### config.mk
export PLATFORM = sky130hd
export DESIGN_NAME = led_blink_breathe_animator_flat
export DESIGN_NICKNAME = d
export VERILOG_FILES = /design/src/rtl/core/lbb_pkg.sv /design/src/rtl/core/lbb_in_if.sv /design/src/rtl/core/lbb_out_if.sv /design/src/rtl/core/lbb_alu.sv /design/src/rtl/core/led_blink_breathe_animator.sv /design/src/flat_wrapper.sv
export SDC_FILE = /design/constraint.sdc
export NUM_CORES = 1
export LEC_CHECK = 0
export ABC_AREA = 1
export BUFFER_PORTS_ARGS = -buffer_cell sky130_fd_sc_hd__clkbuf_2
export CAP_MARGIN = 5
export CELL_PAD_IN_SITES_DETAIL_PLACEMENT = 1
export CELL_PAD_IN_SITES_GLOBAL_PLACEMENT = 1
export CORE_MARGIN = 2
export CORE_UTILIZATION = 48
export CTS_CLUSTER_DIAMETER = 200
export DETAILED_ROUTE_END_ITERATION = 8
export PLACE_DENSITY_LB_ADDON = 0.2
export SYNTH_ARGS = -nofsm -noshare
export SYNTH_HDL_FRONTEND = slang
export SYNTH_HIERARCHICAL = 1
export SYNTH_SLANG_ARGS = --single-unit
### constraint.sdc
create_clock -name clk -period 8.55 [get_ports clk]
set_input_delay 0.855 -clock clk [delete_from_list [all_inputs] [get_ports clk]]
set_output_delay 0.855 -clock clk [all_outputs]
set_load 0.02 [all_outputs]
### src/rtl/core/lbb_pkg.sv
// lbb_pkg: shared constants, register indexes and types of the led animator
// depends on nothing; used by the interfaces, the shared adder and the top level
package lbb_pkg;

    localparam int LED_COUNT_DEF = 5;
    localparam int OUT_FIELDS    = 5;
    localparam int NOW_W         = 32;
    localparam int LEVEL_W       = 8;
    localparam int CFG_IDX_W     = 3;
    localparam int CFG_DATA_W    = 20;

    // register indexes
    localparam logic [CFG_IDX_W-1:0] REG_MODE        = 3'd0;
    localparam logic [CFG_IDX_W-1:0] REG_PULSE_COUNT = 3'd1;
    localparam logic [CFG_IDX_W-1:0] REG_PULSE_ON    = 3'd2;
    localparam logic [CFG_IDX_W-1:0] REG_PULSE_OFF   = 3'd3;
    localparam logic [CFG_IDX_W-1:0] REG_PERIOD      = 3'd4;
    localparam logic [CFG_IDX_W-1:0] REG_FRAME       = 3'd5;
    localparam logic [CFG_IDX_W-1:0] REG_FLOOR       = 3'd6;
    localparam logic [CFG_IDX_W-1:0] REG_CEILING     = 3'd7;

    // register reset values
    localparam logic [9:0]  RST_MODE        = 10'd0;
    localparam logic [19:0] RST_PULSE_COUNT = 20'h11111;
    localparam logic [15:0] RST_PULSE_ON    = 16'd50;
    localparam logic [15:0] RST_PULSE_OFF   = 16'd150;
    localparam logic [15:0] RST_PERIOD      = 16'd2000;
    localparam logic [15:0] RST_FRAME       = 16'd10;
    localparam logic [7:0]  RST_FLOOR       = 8'd10;
    localparam logic [7:0]  RST_CEILING     = 8'd125;

    // led modes
    localparam logic [1:0] MODE_OFF     = 2'd0;
    localparam logic [1:0] MODE_ON      = 2'd1;
    localparam logic [1:0] MODE_BLINK   = 2'd2;
    localparam logic [1:0] MODE_BREATHE = 2'd3;

    // breathing direction codes
    localparam logic [1:0] DIR_NONE = 2'd0;
    localparam logic [1:0] DIR_UP   = 2'd1;
    localparam logic [1:0] DIR_DOWN = 2'd2;

    // shared adder request and response
    typedef struct packed {
        logic             sub;
        logic [NOW_W-1:0] a;
        logic [NOW_W-1:0] b;
    } alu_req_t;

    typedef struct packed {
        logic [NOW_W-1:0] y;
        logic             borrow;
    } alu_rsp_t;

endpackage

### src/rtl/core/lbb_in_if.sv
// lbb_in_if: update channel, one beat per millisecond tick carrying now_ms
// depends on lbb_pkg
interface lbb_in_if;
    logic                       valid;
    logic                       ready;
    logic [lbb_pkg::NOW_W-1:0]  now_ms;

    modport source (output valid, output now_ms, input ready);
    modport sink   (input valid, input now_ms, output ready);
endinterface

### src/rtl/core/lbb_out_if.sv
// lbb_out_if: level channel, one beat with the level of every led
// depends on lbb_pkg
interface lbb_out_if;
    logic                         valid;
    logic                         ready;
    logic [lbb_pkg::LEVEL_W-1:0]  level_led0;
    logic [lbb_pkg::LEVEL_W-1:0]  level_led1;
    logic [lbb_pkg::LEVEL_W-1:0]  level_led2;
    logic [lbb_pkg::LEVEL_W-1:0]  level_led3;
    logic [lbb_pkg::LEVEL_W-1:0]  level_led4;

    modport source (output valid, output level_led0, output level_led1, output level_led2,
                    output level_led3, output level_led4, input ready);
    modport sink   (input valid, input level_led0, input level_led1, input level_led2,
                    input level_led3, input level_led4, output ready);
endinterface

### src/rtl/core/lbb_alu.sv
// lbb_alu: shared 32-bit add / subtract unit with borrow out
// depends on lbb_pkg
module lbb_alu
(
    input  lbb_pkg::alu_req_t req,
    output lbb_pkg::alu_rsp_t rsp
);

    logic [lbb_pkg::NOW_W:0] sum;

    always_comb
    begin
        if (req.sub)
        begin
            sum = {1'b0, req.a} - {1'b0, req.b};
        end
        else
        begin
            sum = {1'b0, req.a} + {1'b0, req.b};
        end
        rsp.y      = sum[lbb_pkg::NOW_W-1:0];
        rsp.borrow = sum[lbb_pkg::NOW_W];
    end

endmodule

### src/rtl/core/led_blink_breathe_animator.sv
// led_blink_breathe_animator: per-led off / on / blink / breathe level sequencer
// depends on lbb_pkg, lbb_in_if, lbb_out_if and lbb_alu

// Each update beat carries the current time in milliseconds. The block walks
// the leds one after another through a small sequencer that drives a single
// shared 32-bit add / subtract unit, so the next beat is held off (update.ready
// low) until every led has been served. Per led the walk takes the elapsed time
// step alone for off and on, that step and the frame compare for breathe, and
// for blink the elapsed time, period compare, on plus off, a 4 x 17 multiply,
// then the on-end and off-end sums and compares, stopping once the level is
// known. The finished levels sit in an output register, so a new update is
// taken while the previous level beat still waits for its sink. Configuration
// writes must be made only while the block is idle; the block itself does not
// enforce it. Leds whose mode or count bits lie beyond the register width stay
// off, and level fields for leds that do not exist read zero.
module led_blink_breathe_animator
#(
    parameter int LED_COUNT = lbb_pkg::LED_COUNT_DEF
)
(
    input  logic                            clk,
    input  logic                            rst_n,
    input  logic                            cfg_we,
    input  logic [lbb_pkg::CFG_IDX_W-1:0]   cfg_index,
    input  logic [lbb_pkg::CFG_DATA_W-1:0]  cfg_wdata,
    lbb_in_if.sink                          update,
    lbb_out_if.source                       levels
);

    localparam int LW = (LED_COUNT > 1) ? $clog2(LED_COUNT) : 1;

    // sequencer states
    localparam logic [3:0] ST_IDLE   = 4'd0;
    localparam logic [3:0] ST_ELAP   = 4'd1;
    localparam logic [3:0] ST_CMP    = 4'd2;
    localparam logic [3:0] ST_SUM    = 4'd3;
    localparam logic [3:0] ST_MUL    = 4'd4;
    localparam logic [3:0] ST_ONEND  = 4'd5;
    localparam logic [3:0] ST_CMPON  = 4'd6;
    localparam logic [3:0] ST_OFFEND = 4'd7;
    localparam logic [3:0] ST_CMPOFF = 4'd8;
    localparam logic [3:0] ST_BCMP   = 4'd9;
    localparam logic [3:0] ST_OUT    = 4'd10;

    // configuration registers
    logic [9:0]  mode_reg;
    logic [19:0] count_reg;
    logic [15:0] on_reg;
    logic [15:0] off_reg;
    logic [15:0] period_reg;
    logic [15:0] frame_reg;
    logic [7:0]  floor_reg;
    logic [7:0]  ceiling_reg;

    // per led state
    logic [31:0] ps_reg  [LED_COUNT];
    logic [3:0]  idx_reg [LED_COUNT];
    logic [7:0]  lvl_reg [LED_COUNT];
    logic [1:0]  dir_reg [LED_COUNT];

    // sequencer and work registers
    logic [3:0]    state_reg, state_next;
    logic [LW-1:0] led_reg, led_next;
    logic [31:0]   now_reg;
    logic [31:0]   elap_reg;
    logic [16:0]   sum_reg;
    logic [20:0]   prod_reg;
    logic [20:0]   bound_reg;

    // output register
    logic       out_valid_reg;
    logic [7:0] out_lvl_reg [lbb_pkg::OUT_FIELDS];
    logic [7:0] snap_lvl    [lbb_pkg::OUT_FIELDS];

    // per led write strobes
    logic        wr_ps, wr_idx, wr_lvl, wr_dir;
    logic [31:0] ps_new;
    logic [3:0]  idx_new;
    logic [7:0]  lvl_new;
    logic [1:0]  dir_new;

    // work register loads
    logic ld_elap, ld_sum, ld_prod, ld_bound;

    lbb_pkg::alu_req_t alu_req;
    lbb_pkg::alu_rsp_t alu_rsp;

    lbb_alu u_alu
    (
        .req (alu_req),
        .rsp (alu_rsp)
    );

    // mode and pulse count of the led in hand, zero beyond the register width
    logic [31:0] mode_ext;
    logic [63:0] count_ext;
    logic [1:0]  mode_cur;
    logic [3:0]  count_cur;
    logic [7:0]  lvl_step;
    logic        last_led;

    assign mode_ext  = 32'(mode_reg) >> {led_reg, 1'b0};
    assign count_ext = 64'(count_reg) >> {led_reg, 2'b00};
    assign mode_cur  = mode_ext[1:0];
    assign count_cur = count_ext[3:0];
    assign last_led  = (led_reg == LW'(LED_COUNT - 1));

    // saturating breathing step
    always_comb
    begin
        lvl_step = lvl_reg[led_reg];
        case (dir_reg[led_reg])
            lbb_pkg::DIR_UP:
            begin
                if (lvl_reg[led_reg] != 8'hff)
                begin
                    lvl_step = lvl_reg[led_reg] + 8'd1;
                end
            end
            lbb_pkg::DIR_DOWN:
            begin
                if (lvl_reg[led_reg] != 8'h00)
                begin
                    lvl_step = lvl_reg[led_reg] - 8'd1;
                end
            end
            default:
            begin
                lvl_step = lvl_reg[led_reg];
            end
        endcase
    end

    // sequencer
    always_comb
    begin
        state_next  = state_reg;
        led_next    = led_reg;
        alu_req.sub = 1'b1;
        alu_req.a   = elap_reg;
        alu_req.b   = 32'(bound_reg);
        wr_ps       = 1'b0;
        wr_idx      = 1'b0;
        wr_lvl      = 1'b0;
        wr_dir      = 1'b0;
        ps_new      = now_reg;
        idx_new     = idx_reg[led_reg];
        lvl_new     = lvl_reg[led_reg];
        dir_new     = dir_reg[led_reg];
        ld_elap     = 1'b0;
        ld_sum      = 1'b0;
        ld_prod     = 1'b0;
        ld_bound    = 1'b0;

        case (state_reg)
            ST_IDLE:
            begin
                if (update.valid)
                begin
                    led_next   = '0;
                    state_next = ST_ELAP;
                end
            end
            ST_ELAP:
            begin
                alu_req.a = now_reg;
                alu_req.b = ps_reg[led_reg];
                ld_elap   = 1'b1;
                case (mode_cur)
                    lbb_pkg::MODE_OFF:
                    begin
                        wr_lvl  = 1'b1;
                        lvl_new = 8'd0;
                    end
                    lbb_pkg::MODE_ON:
                    begin
                        wr_lvl  = 1'b1;
                        lvl_new = 8'd1;
                    end
                    lbb_pkg::MODE_BLINK:
                    begin
                        state_next = ST_CMP;
                    end
                    default:
                    begin
                        state_next = ST_BCMP;
                    end
                endcase
                // off and on finish here
                if (mode_cur == lbb_pkg::MODE_OFF || mode_cur == lbb_pkg::MODE_ON)
                begin
                    if (last_led)
                    begin
                        state_next = ST_OUT;
                    end
                    else
                    begin
                        led_next   = led_reg + LW'(1);
                        state_next = ST_ELAP;
                    end
                end
            end
            ST_CMP:
            begin
                alu_req.a = elap_reg;
                alu_req.b = 32'(period_reg);
                if (!alu_rsp.borrow)
                begin
                    // period over: restart the burst
                    wr_lvl  = 1'b1;
                    lvl_new = 8'd0;
                    wr_ps   = 1'b1;
                    wr_idx  = 1'b1;
                    idx_new = 4'd0;
                end
                else if (idx_reg[led_reg] >= count_cur)
                begin
                    wr_lvl  = 1'b1;
                    lvl_new = 8'd0;
                end
                if (!alu_rsp.borrow || idx_reg[led_reg] >= count_cur)
                begin
                    if (last_led)
                    begin
                        state_next = ST_OUT;
                    end
                    else
                    begin
                        led_next   = led_reg + LW'(1);
                        state_next = ST_ELAP;
                    end
                end
                else
                begin
                    state_next = ST_SUM;
                end
            end
            ST_SUM:
            begin
                alu_req.sub = 1'b0;
                alu_req.a   = 32'(on_reg);
                alu_req.b   = 32'(off_reg);
                ld_sum      = 1'b1;
                state_next  = ST_MUL;
            end
            ST_MUL:
            begin
                ld_prod    = 1'b1;
                state_next = ST_ONEND;
            end
            ST_ONEND:
            begin
                alu_req.sub = 1'b0;
                alu_req.a   = 32'(prod_reg);
                alu_req.b   = 32'(on_reg);
                ld_bound    = 1'b1;
                state_next  = ST_CMPON;
            end
            ST_CMPON:
            begin
                alu_req.a = elap_reg;
                alu_req.b = 32'(bound_reg);
                if (alu_rsp.borrow)
                begin
                    wr_lvl  = 1'b1;
                    lvl_new = 8'd1;
                    if (last_led)
                    begin
                        state_next = ST_OUT;
                    end
                    else
                    begin
                        led_next   = led_reg + LW'(1);
                        state_next = ST_ELAP;
                    end
                end
                else
                begin
                    state_next = ST_OFFEND;
                end
            end
            ST_OFFEND:
            begin
                alu_req.sub = 1'b0;
                alu_req.a   = 32'(prod_reg);
                alu_req.b   = 32'(sum_reg);
                ld_bound    = 1'b1;
                state_next  = ST_CMPOFF;
            end
            ST_CMPOFF:
            begin
                alu_req.a = elap_reg;
                alu_req.b = 32'(bound_reg);
                if (alu_rsp.borrow)
                begin
                    wr_lvl  = 1'b1;
                    lvl_new = 8'd0;
                end
                else
                begin
                    // pulse finished, level left as it stands
                    wr_idx  = 1'b1;
                    idx_new = idx_reg[led_reg] + 4'd1;
                end
                if (last_led)
                begin
                    state_next = ST_OUT;
                end
                else
                begin
                    led_next   = led_reg + LW'(1);
                    state_next = ST_ELAP;
                end
            end
            ST_BCMP:
            begin
                // borrow set means elapsed is past the frame
                alu_req.a = 32'(frame_reg);
                alu_req.b = elap_reg;
                if (alu_rsp.borrow)
                begin
                    wr_lvl  = 1'b1;
                    lvl_new = lvl_step;
                    wr_ps   = 1'b1;
                    if (lvl_step >= ceiling_reg)
                    begin
                        wr_dir  = 1'b1;
                        dir_new = lbb_pkg::DIR_DOWN;
                    end
                    else if (lvl_step <= floor_reg)
                    begin
                        wr_dir  = 1'b1;
                        dir_new = lbb_pkg::DIR_UP;
                    end
                end
                if (last_led)
                begin
                    state_next = ST_OUT;
                end
                else
                begin
                    led_next   = led_reg + LW'(1);
                    state_next = ST_ELAP;
                end
            end
            ST_OUT:
            begin
                // wait for the output register to be free
                if (!out_valid_reg || levels.ready)
                begin
                    state_next = ST_IDLE;
                end
            end
            default:
            begin
                state_next = ST_IDLE;
            end
        endcase
    end

    assign update.ready = (state_reg == ST_IDLE);

    always_ff @(posedge clk or negedge rst_n)
    begin
        if (!rst_n)
        begin
            state_reg <= ST_IDLE;
            led_reg   <= '0;
        end
        else
        begin
            state_reg <= state_next;
            led_reg   <= led_next;
        end
    end

    // work registers, payload only
    always_ff @(posedge clk)
    begin
        if (update.valid && update.ready)
        begin
            now_reg <= update.now_ms;
        end
        if (ld_elap)
        begin
            elap_reg <= alu_rsp.y;
        end
        if (ld_sum)
        begin
            sum_reg <= alu_rsp.y[16:0];
        end
        if (ld_prod)
        begin
            prod_reg <= 21'(idx_reg[led_reg]) * 21'(sum_reg);
        end
        if (ld_bound)
        begin
            bound_reg <= alu_rsp.y[20:0];
        end
    end

    // per led state, cleared at reset
    always_ff @(posedge clk or negedge rst_n)
    begin
        if (!rst_n)
        begin
            for (int i = 0; i < LED_COUNT; i++)
            begin
                ps_reg[i]  <= '0;
                idx_reg[i] <= '0;
                lvl_reg[i] <= '0;
                dir_reg[i] <= lbb_pkg::DIR_NONE;
            end
        end
        else
        begin
            if (wr_ps)
            begin
                ps_reg[led_reg] <= ps_new;
            end
            if (wr_idx)
            begin
                idx_reg[led_reg] <= idx_new;
            end
            if (wr_lvl)
            begin
                lvl_reg[led_reg] <= lvl_new;
            end
            if (wr_dir)
            begin
                dir_reg[led_reg] <= dir_new;
            end
        end
    end

    // configuration write port
    always_ff @(posedge clk or negedge rst_n)
    begin
        if (!rst_n)
        begin
            mode_reg    <= lbb_pkg::RST_MODE;
            count_reg   <= lbb_pkg::RST_PULSE_COUNT;
            on_reg      <= lbb_pkg::RST_PULSE_ON;
            off_reg     <= lbb_pkg::RST_PULSE_OFF;
            period_reg  <= lbb_pkg::RST_PERIOD;
            frame_reg   <= lbb_pkg::RST_FRAME;
            floor_reg   <= lbb_pkg::RST_FLOOR;
            ceiling_reg <= lbb_pkg::RST_CEILING;
        end
        else if (cfg_we)
        begin
            case (cfg_index)
                lbb_pkg::REG_MODE:        mode_reg    <= cfg_wdata[9:0];
                lbb_pkg::REG_PULSE_COUNT: count_reg   <= cfg_wdata[19:0];
                lbb_pkg::REG_PULSE_ON:    on_reg      <= cfg_wdata[15:0];
                lbb_pkg::REG_PULSE_OFF:   off_reg     <= cfg_wdata[15:0];
                lbb_pkg::REG_PERIOD:      period_reg  <= cfg_wdata[15:0];
                lbb_pkg::REG_FRAME:       frame_reg   <= cfg_wdata[15:0];
                lbb_pkg::REG_FLOOR:       floor_reg   <= cfg_wdata[7:0];
                lbb_pkg::REG_CEILING:     ceiling_reg <= cfg_wdata[7:0];
                default:
                begin
                    mode_reg <= mode_reg;
                end
            endcase
        end
    end

    // snapshot of the levels, zero for fields without an led
    for (genvar f = 0; f < lbb_pkg::OUT_FIELDS; f++)
    begin : g_snap
        if (f < LED_COUNT)
        begin : g_led
            assign snap_lvl[f] = lvl_reg[f];
        end
        else
        begin : g_none
            assign snap_lvl[f] = 8'd0;
        end
    end

    logic out_load;
    assign out_load = (state_reg == ST_OUT) && (!out_valid_reg || levels.ready);

    always_ff @(posedge clk or negedge rst_n)
    begin
        if (!rst_n)
        begin
            out_valid_reg <= 1'b0;
        end
        else if (out_load)
        begin
            out_valid_reg <= 1'b1;
        end
        else if (levels.ready)
        begin
            out_valid_reg <= 1'b0;
        end
    end

    always_ff @(posedge clk)
    begin
        if (out_load)
        begin
            for (int f = 0; f < lbb_pkg::OUT_FIELDS; f++)
            begin
                out_lvl_reg[f] <= snap_lvl[f];
            end
        end
    end

    assign levels.valid      = out_valid_reg;
    assign levels.level_led0 = out_lvl_reg[0];
    assign levels.level_led1 = out_lvl_reg[1];
    assign levels.level_led2 = out_lvl_reg[2];
    assign levels.level_led3 = out_lvl_reg[3];
    assign levels.level_led4 = out_lvl_reg[4];

`ifndef SYNTH
    // an accepted update always starts the walk at the first led
    a_walk_start: assert property (@(posedge clk) disable iff (!rst_n)
        (update.valid && update.ready) |=> (state_reg == ST_ELAP && led_reg == '0))
        else $error("walk did not start at the first led");

    // the finished walk lands in the output register and frees the input
    a_out_load: assert property (@(posedge clk) disable iff (!rst_n)
        (state_reg == ST_OUT && (!out_valid_reg || levels.ready))
        |=> (out_valid_reg && state_reg == ST_IDLE))
        else $error("levels not loaded at end of walk");

    // the led counter never runs past the last led while busy
    a_led_bound: assert property (@(posedge clk) disable iff (!rst_n)
        (state_reg != ST_IDLE) |-> (led_reg <= LW'(LED_COUNT - 1)))
        else $error("led counter out of range");
`endif

endmodule

### src/flat_wrapper.sv
// flat-port wrapper written by rule: the top's interface ports become plain ports
module led_blink_breathe_animator_flat 
#(
    parameter int LED_COUNT = lbb_pkg::LED_COUNT_DEF
)
  (clk, rst_n, cfg_we, cfg_index, cfg_wdata, update_valid, update_now_ms, update_ready, levels_valid, levels_level_led0, levels_level_led1, levels_level_led2, levels_level_led3, levels_level_led4, levels_ready);
  lbb_in_if update_i ();
  lbb_out_if levels_i ();
  input  logic clk;
  input  logic rst_n;
  input  logic cfg_we;
  input  logic [lbb_pkg::CFG_IDX_W-1:0] cfg_index;
  input  logic [lbb_pkg::CFG_DATA_W-1:0] cfg_wdata;
  input wire logic [$bits(update_i.valid)-1:0] update_valid;
  input wire logic [$bits(update_i.now_ms)-1:0] update_now_ms;
  output wire logic [$bits(update_i.ready)-1:0] update_ready;
  output wire logic [$bits(levels_i.valid)-1:0] levels_valid;
  output wire logic [$bits(levels_i.level_led0)-1:0] levels_level_led0;
  output wire logic [$bits(levels_i.level_led1)-1:0] levels_level_led1;
  output wire logic [$bits(levels_i.level_led2)-1:0] levels_level_led2;
  output wire logic [$bits(levels_i.level_led3)-1:0] levels_level_led3;
  output wire logic [$bits(levels_i.level_led4)-1:0] levels_level_led4;
  input wire logic [$bits(levels_i.ready)-1:0] levels_ready;
  assign update_i.valid = update_valid;
  assign update_i.now_ms = update_now_ms;
  assign update_ready = update_i.ready;
  assign levels_valid = levels_i.valid;
  assign levels_level_led0 = levels_i.level_led0;
  assign levels_level_led1 = levels_i.level_led1;
  assign levels_level_led2 = levels_i.level_led2;
  assign levels_level_led3 = levels_i.level_led3;
  assign levels_level_led4 = levels_i.level_led4;
  assign levels_i.ready = levels_ready;
  led_blink_breathe_animator #(.LED_COUNT(LED_COUNT)) u_core (.clk(clk), .rst_n(rst_n), .cfg_we(cfg_we), .cfg_index(cfg_index), .cfg_wdata(cfg_wdata), .update(update_i), .levels(levels_i));
endmodule
==> run summary <==
Post-CTS Hold Buffers -> 0
Worst Path Class, Setup -> reg2reg
Largest register FFs -> 160
Setup TNS -> 0 ns
most frequent cells in the layout -> nand2_1, inv_1, o21ai_0
Worst Tran Pin Value -> 1.249 ns
clock slew at reported path FFs -> 0.06 ns
initial core utilization -> 0.4863
All-Layer GR Usage -> 0.3383
CTS sink cnt -> 511
DRT Pass-1 Iters -> 6
CTS max path bufs -> 3
synthesis warning total -> 6
pin count of the biggest net entering global routing -> 125
synthesized area per cell -> 8.237 sq um
Req. time, crit path -> 8.79 ns
unrepaired setup endpoints after global routing -> no
crit share post-route -> 0.8518
critical path's largest stage delay -> 0.66 ns
Gate Count Post-Synth -> 3413
vias in the first global route -> 26740
DPL Wire Length -> 74.07 mm
CP Depth -> 35
delay-heaviest family, CP -> simple AND/OR/NAND/NOR gates
Worst slew margin -> 0.1656
final setup vio count -> 0
maxcap violations -> 0
Antenna Cells -> 0
count of pins over their slew limit -> 0
initial drt markers -> 2167
antenna-violating nets left -> 0
Worst path slowest cell -> dfrtp_1
Remaining DRCs -> 0
hold crit path type -> in2async
status -> finished clean
die width -> 246.0 microns
Rows -> 88
Clock Latency Late Sink -> 0.64 ns
min cycle time layout -> 7.283 ns
Avg WL per Cell -> 23.63 microns
post-synth cell types -> 59
most common cell after layout, fill and taps aside -> nand2_1
GPL Wtd Cong -> 0.9677
postcts setup bufs -> 0
IO buf count -> 101
cell taking the most area after synthesis -> dfrtp_1
Worst Clk Skew -> 0.04130 ns
Reg2Reg Setup Slack -> 1.27 ns
H-tree level count -> 2
FF-to-FF path depth -> 35
nets -> 3675
post-synth top area share -> 0.2848
Worst path most repeated cell -> nand2_1
CTS tree -> built
capturing element type of the critical path -> flip-flop
Seq/Total Area, Yosys -> 0.4851
initial antenna violation count -> 3
layout cells sized above 1 -> 0.09960
Worst EP arrival -> 7.52 ns
I/O pins -> 102
vias -> 25210
CTS Buf Count -> 55
post-cts resize count -> 0
Buf/Inv on CP -> 9
Mapped Nets -> 3591
gr ovfl total -> 0
die height -> 246.0 microns
Layout area overhead -> 11.81%
synthesized cell area -> 28110 sq um
Synth Register Bits -> 511
DIE AREA -> 60520 sq um
core area -> 57810 sq um
WL final -> 101.8 mm
first-pass GRT wire length -> 156.9 mm
Worst Path Max Fanout -> 32
Startpoint Class -> flip-flop
Hold Fails Final Rpt -> 0
main area contributors after synthesis -> dfrtp_1, edfxtp_1, nand2_1
FMAX -> 0.1373 GHz
CTS Root Cell -> clkbuf_16
mean number of vias per cell -> 5.851
## per-stage QoR
stage          hold slack (ns)  utilization  instance area [sq um]  setup WS [ns]  cells
4_1_cts                 0.3596       0.5438                  31430          1.401   4309
5_1_grt                 0.3729       0.5438                  31430         0.7732   4309
2_1_floorplan           0.4469            -                  28110          2.033   3413
3_3_place_gp            0.4612       0.5112                  29550          1.541   4205
6_report                0.3119       0.5438                  31430          1.267   4309
3_5_place_dp            0.4733       0.5112                  29550          1.471   4205
## final timing paths
kind	start	endpoint
setup / recovery	u_core/led_reg[2]	u_core/now_reg[15]
min in group clk	update_now_ms[27]	u_core/now_reg[27]
setup reg to reg	u_core/led_reg[2]	u_core/now_reg[15]
hold / removal	rst_n	u_core/lvl_reg[9]
hold reg to reg	u_core/ps_reg[143]	u_core/ps_reg[143]
max in group asynchronous	rst_n	u_core/period_reg[13]
## metal layers
layer | part of all wire | up-vias | GRT usage
met5 | 0 | - | 0
met4 | 0.031 | 0 | 0.1123
met3 | 0.062 | 209 | 0.05370
met2 | 0.47 | 812 | 0.5535
met1 | 0.44 | 12850 | 0.4588
li1 | - | 11340 | -
## kinds of logic (layout without fill, tap and decap cells)
group / after synthesis / in the layout / share of synthesized area
AND/OR/NAND/NOR: 1571 / 1571 / 0.2283
AO/OA/AOI/OAI: 611 / 611 / 0.1301
buffers and inverters: 536 / 667 / 0.07473
flip-flops: 511 / 511 / 0.4851
adder cells (fa/ha/maj): 118 / 118 / 0.06079
XOR/XNOR: 62 / 62 / 0.01932
multiplexers: 4 / 4 / 0.001602
## cells in the mapped netlist, drive strengths merged
master   instances
nor2           229
or2              4
clkinv          12
a41o            16
a31oi           11
nand3          128
a21o             3
buf             24
fa              31
a22o            18
o221ai          14
o21a             2
inv            407
or3              1
nor3b            1
o22ai           33
nand3b           6
and2             3
nand4           40
a211oi           1
xor2            53
nor3            10
clkbuf          93
o31ai            2
dfrtp          320
ha              87
a221oi          30
o41ai            1
nand2         1147
o211ai          16
and3             1
edfxtp         163
o2111ai         11
mux2             4
o21bai           3
xnor2            9
dfstp           28
a31o             7
o21ai          333
a22oi           25
nor4             1
a21oi           85
## area by class of cell
| cell class | count | area, sq um |
|---|---|---|
| inverter | 419 | 1584 |
| sequential | 511 | 13640 |
| timing repair buffer | 144 | 925.9 |
| clock buffer | 67 | 1451 |
| multi-input combinational | 2366 | 12450 |
| tap | 765 | 957.2 |
| clock inverter | 37 | 430.4 |
| fill | 6985 | 26370 |
Power is not shown: default switching activity piles up to over one toggle a cycle in this logic, so the estimate is an artifact.
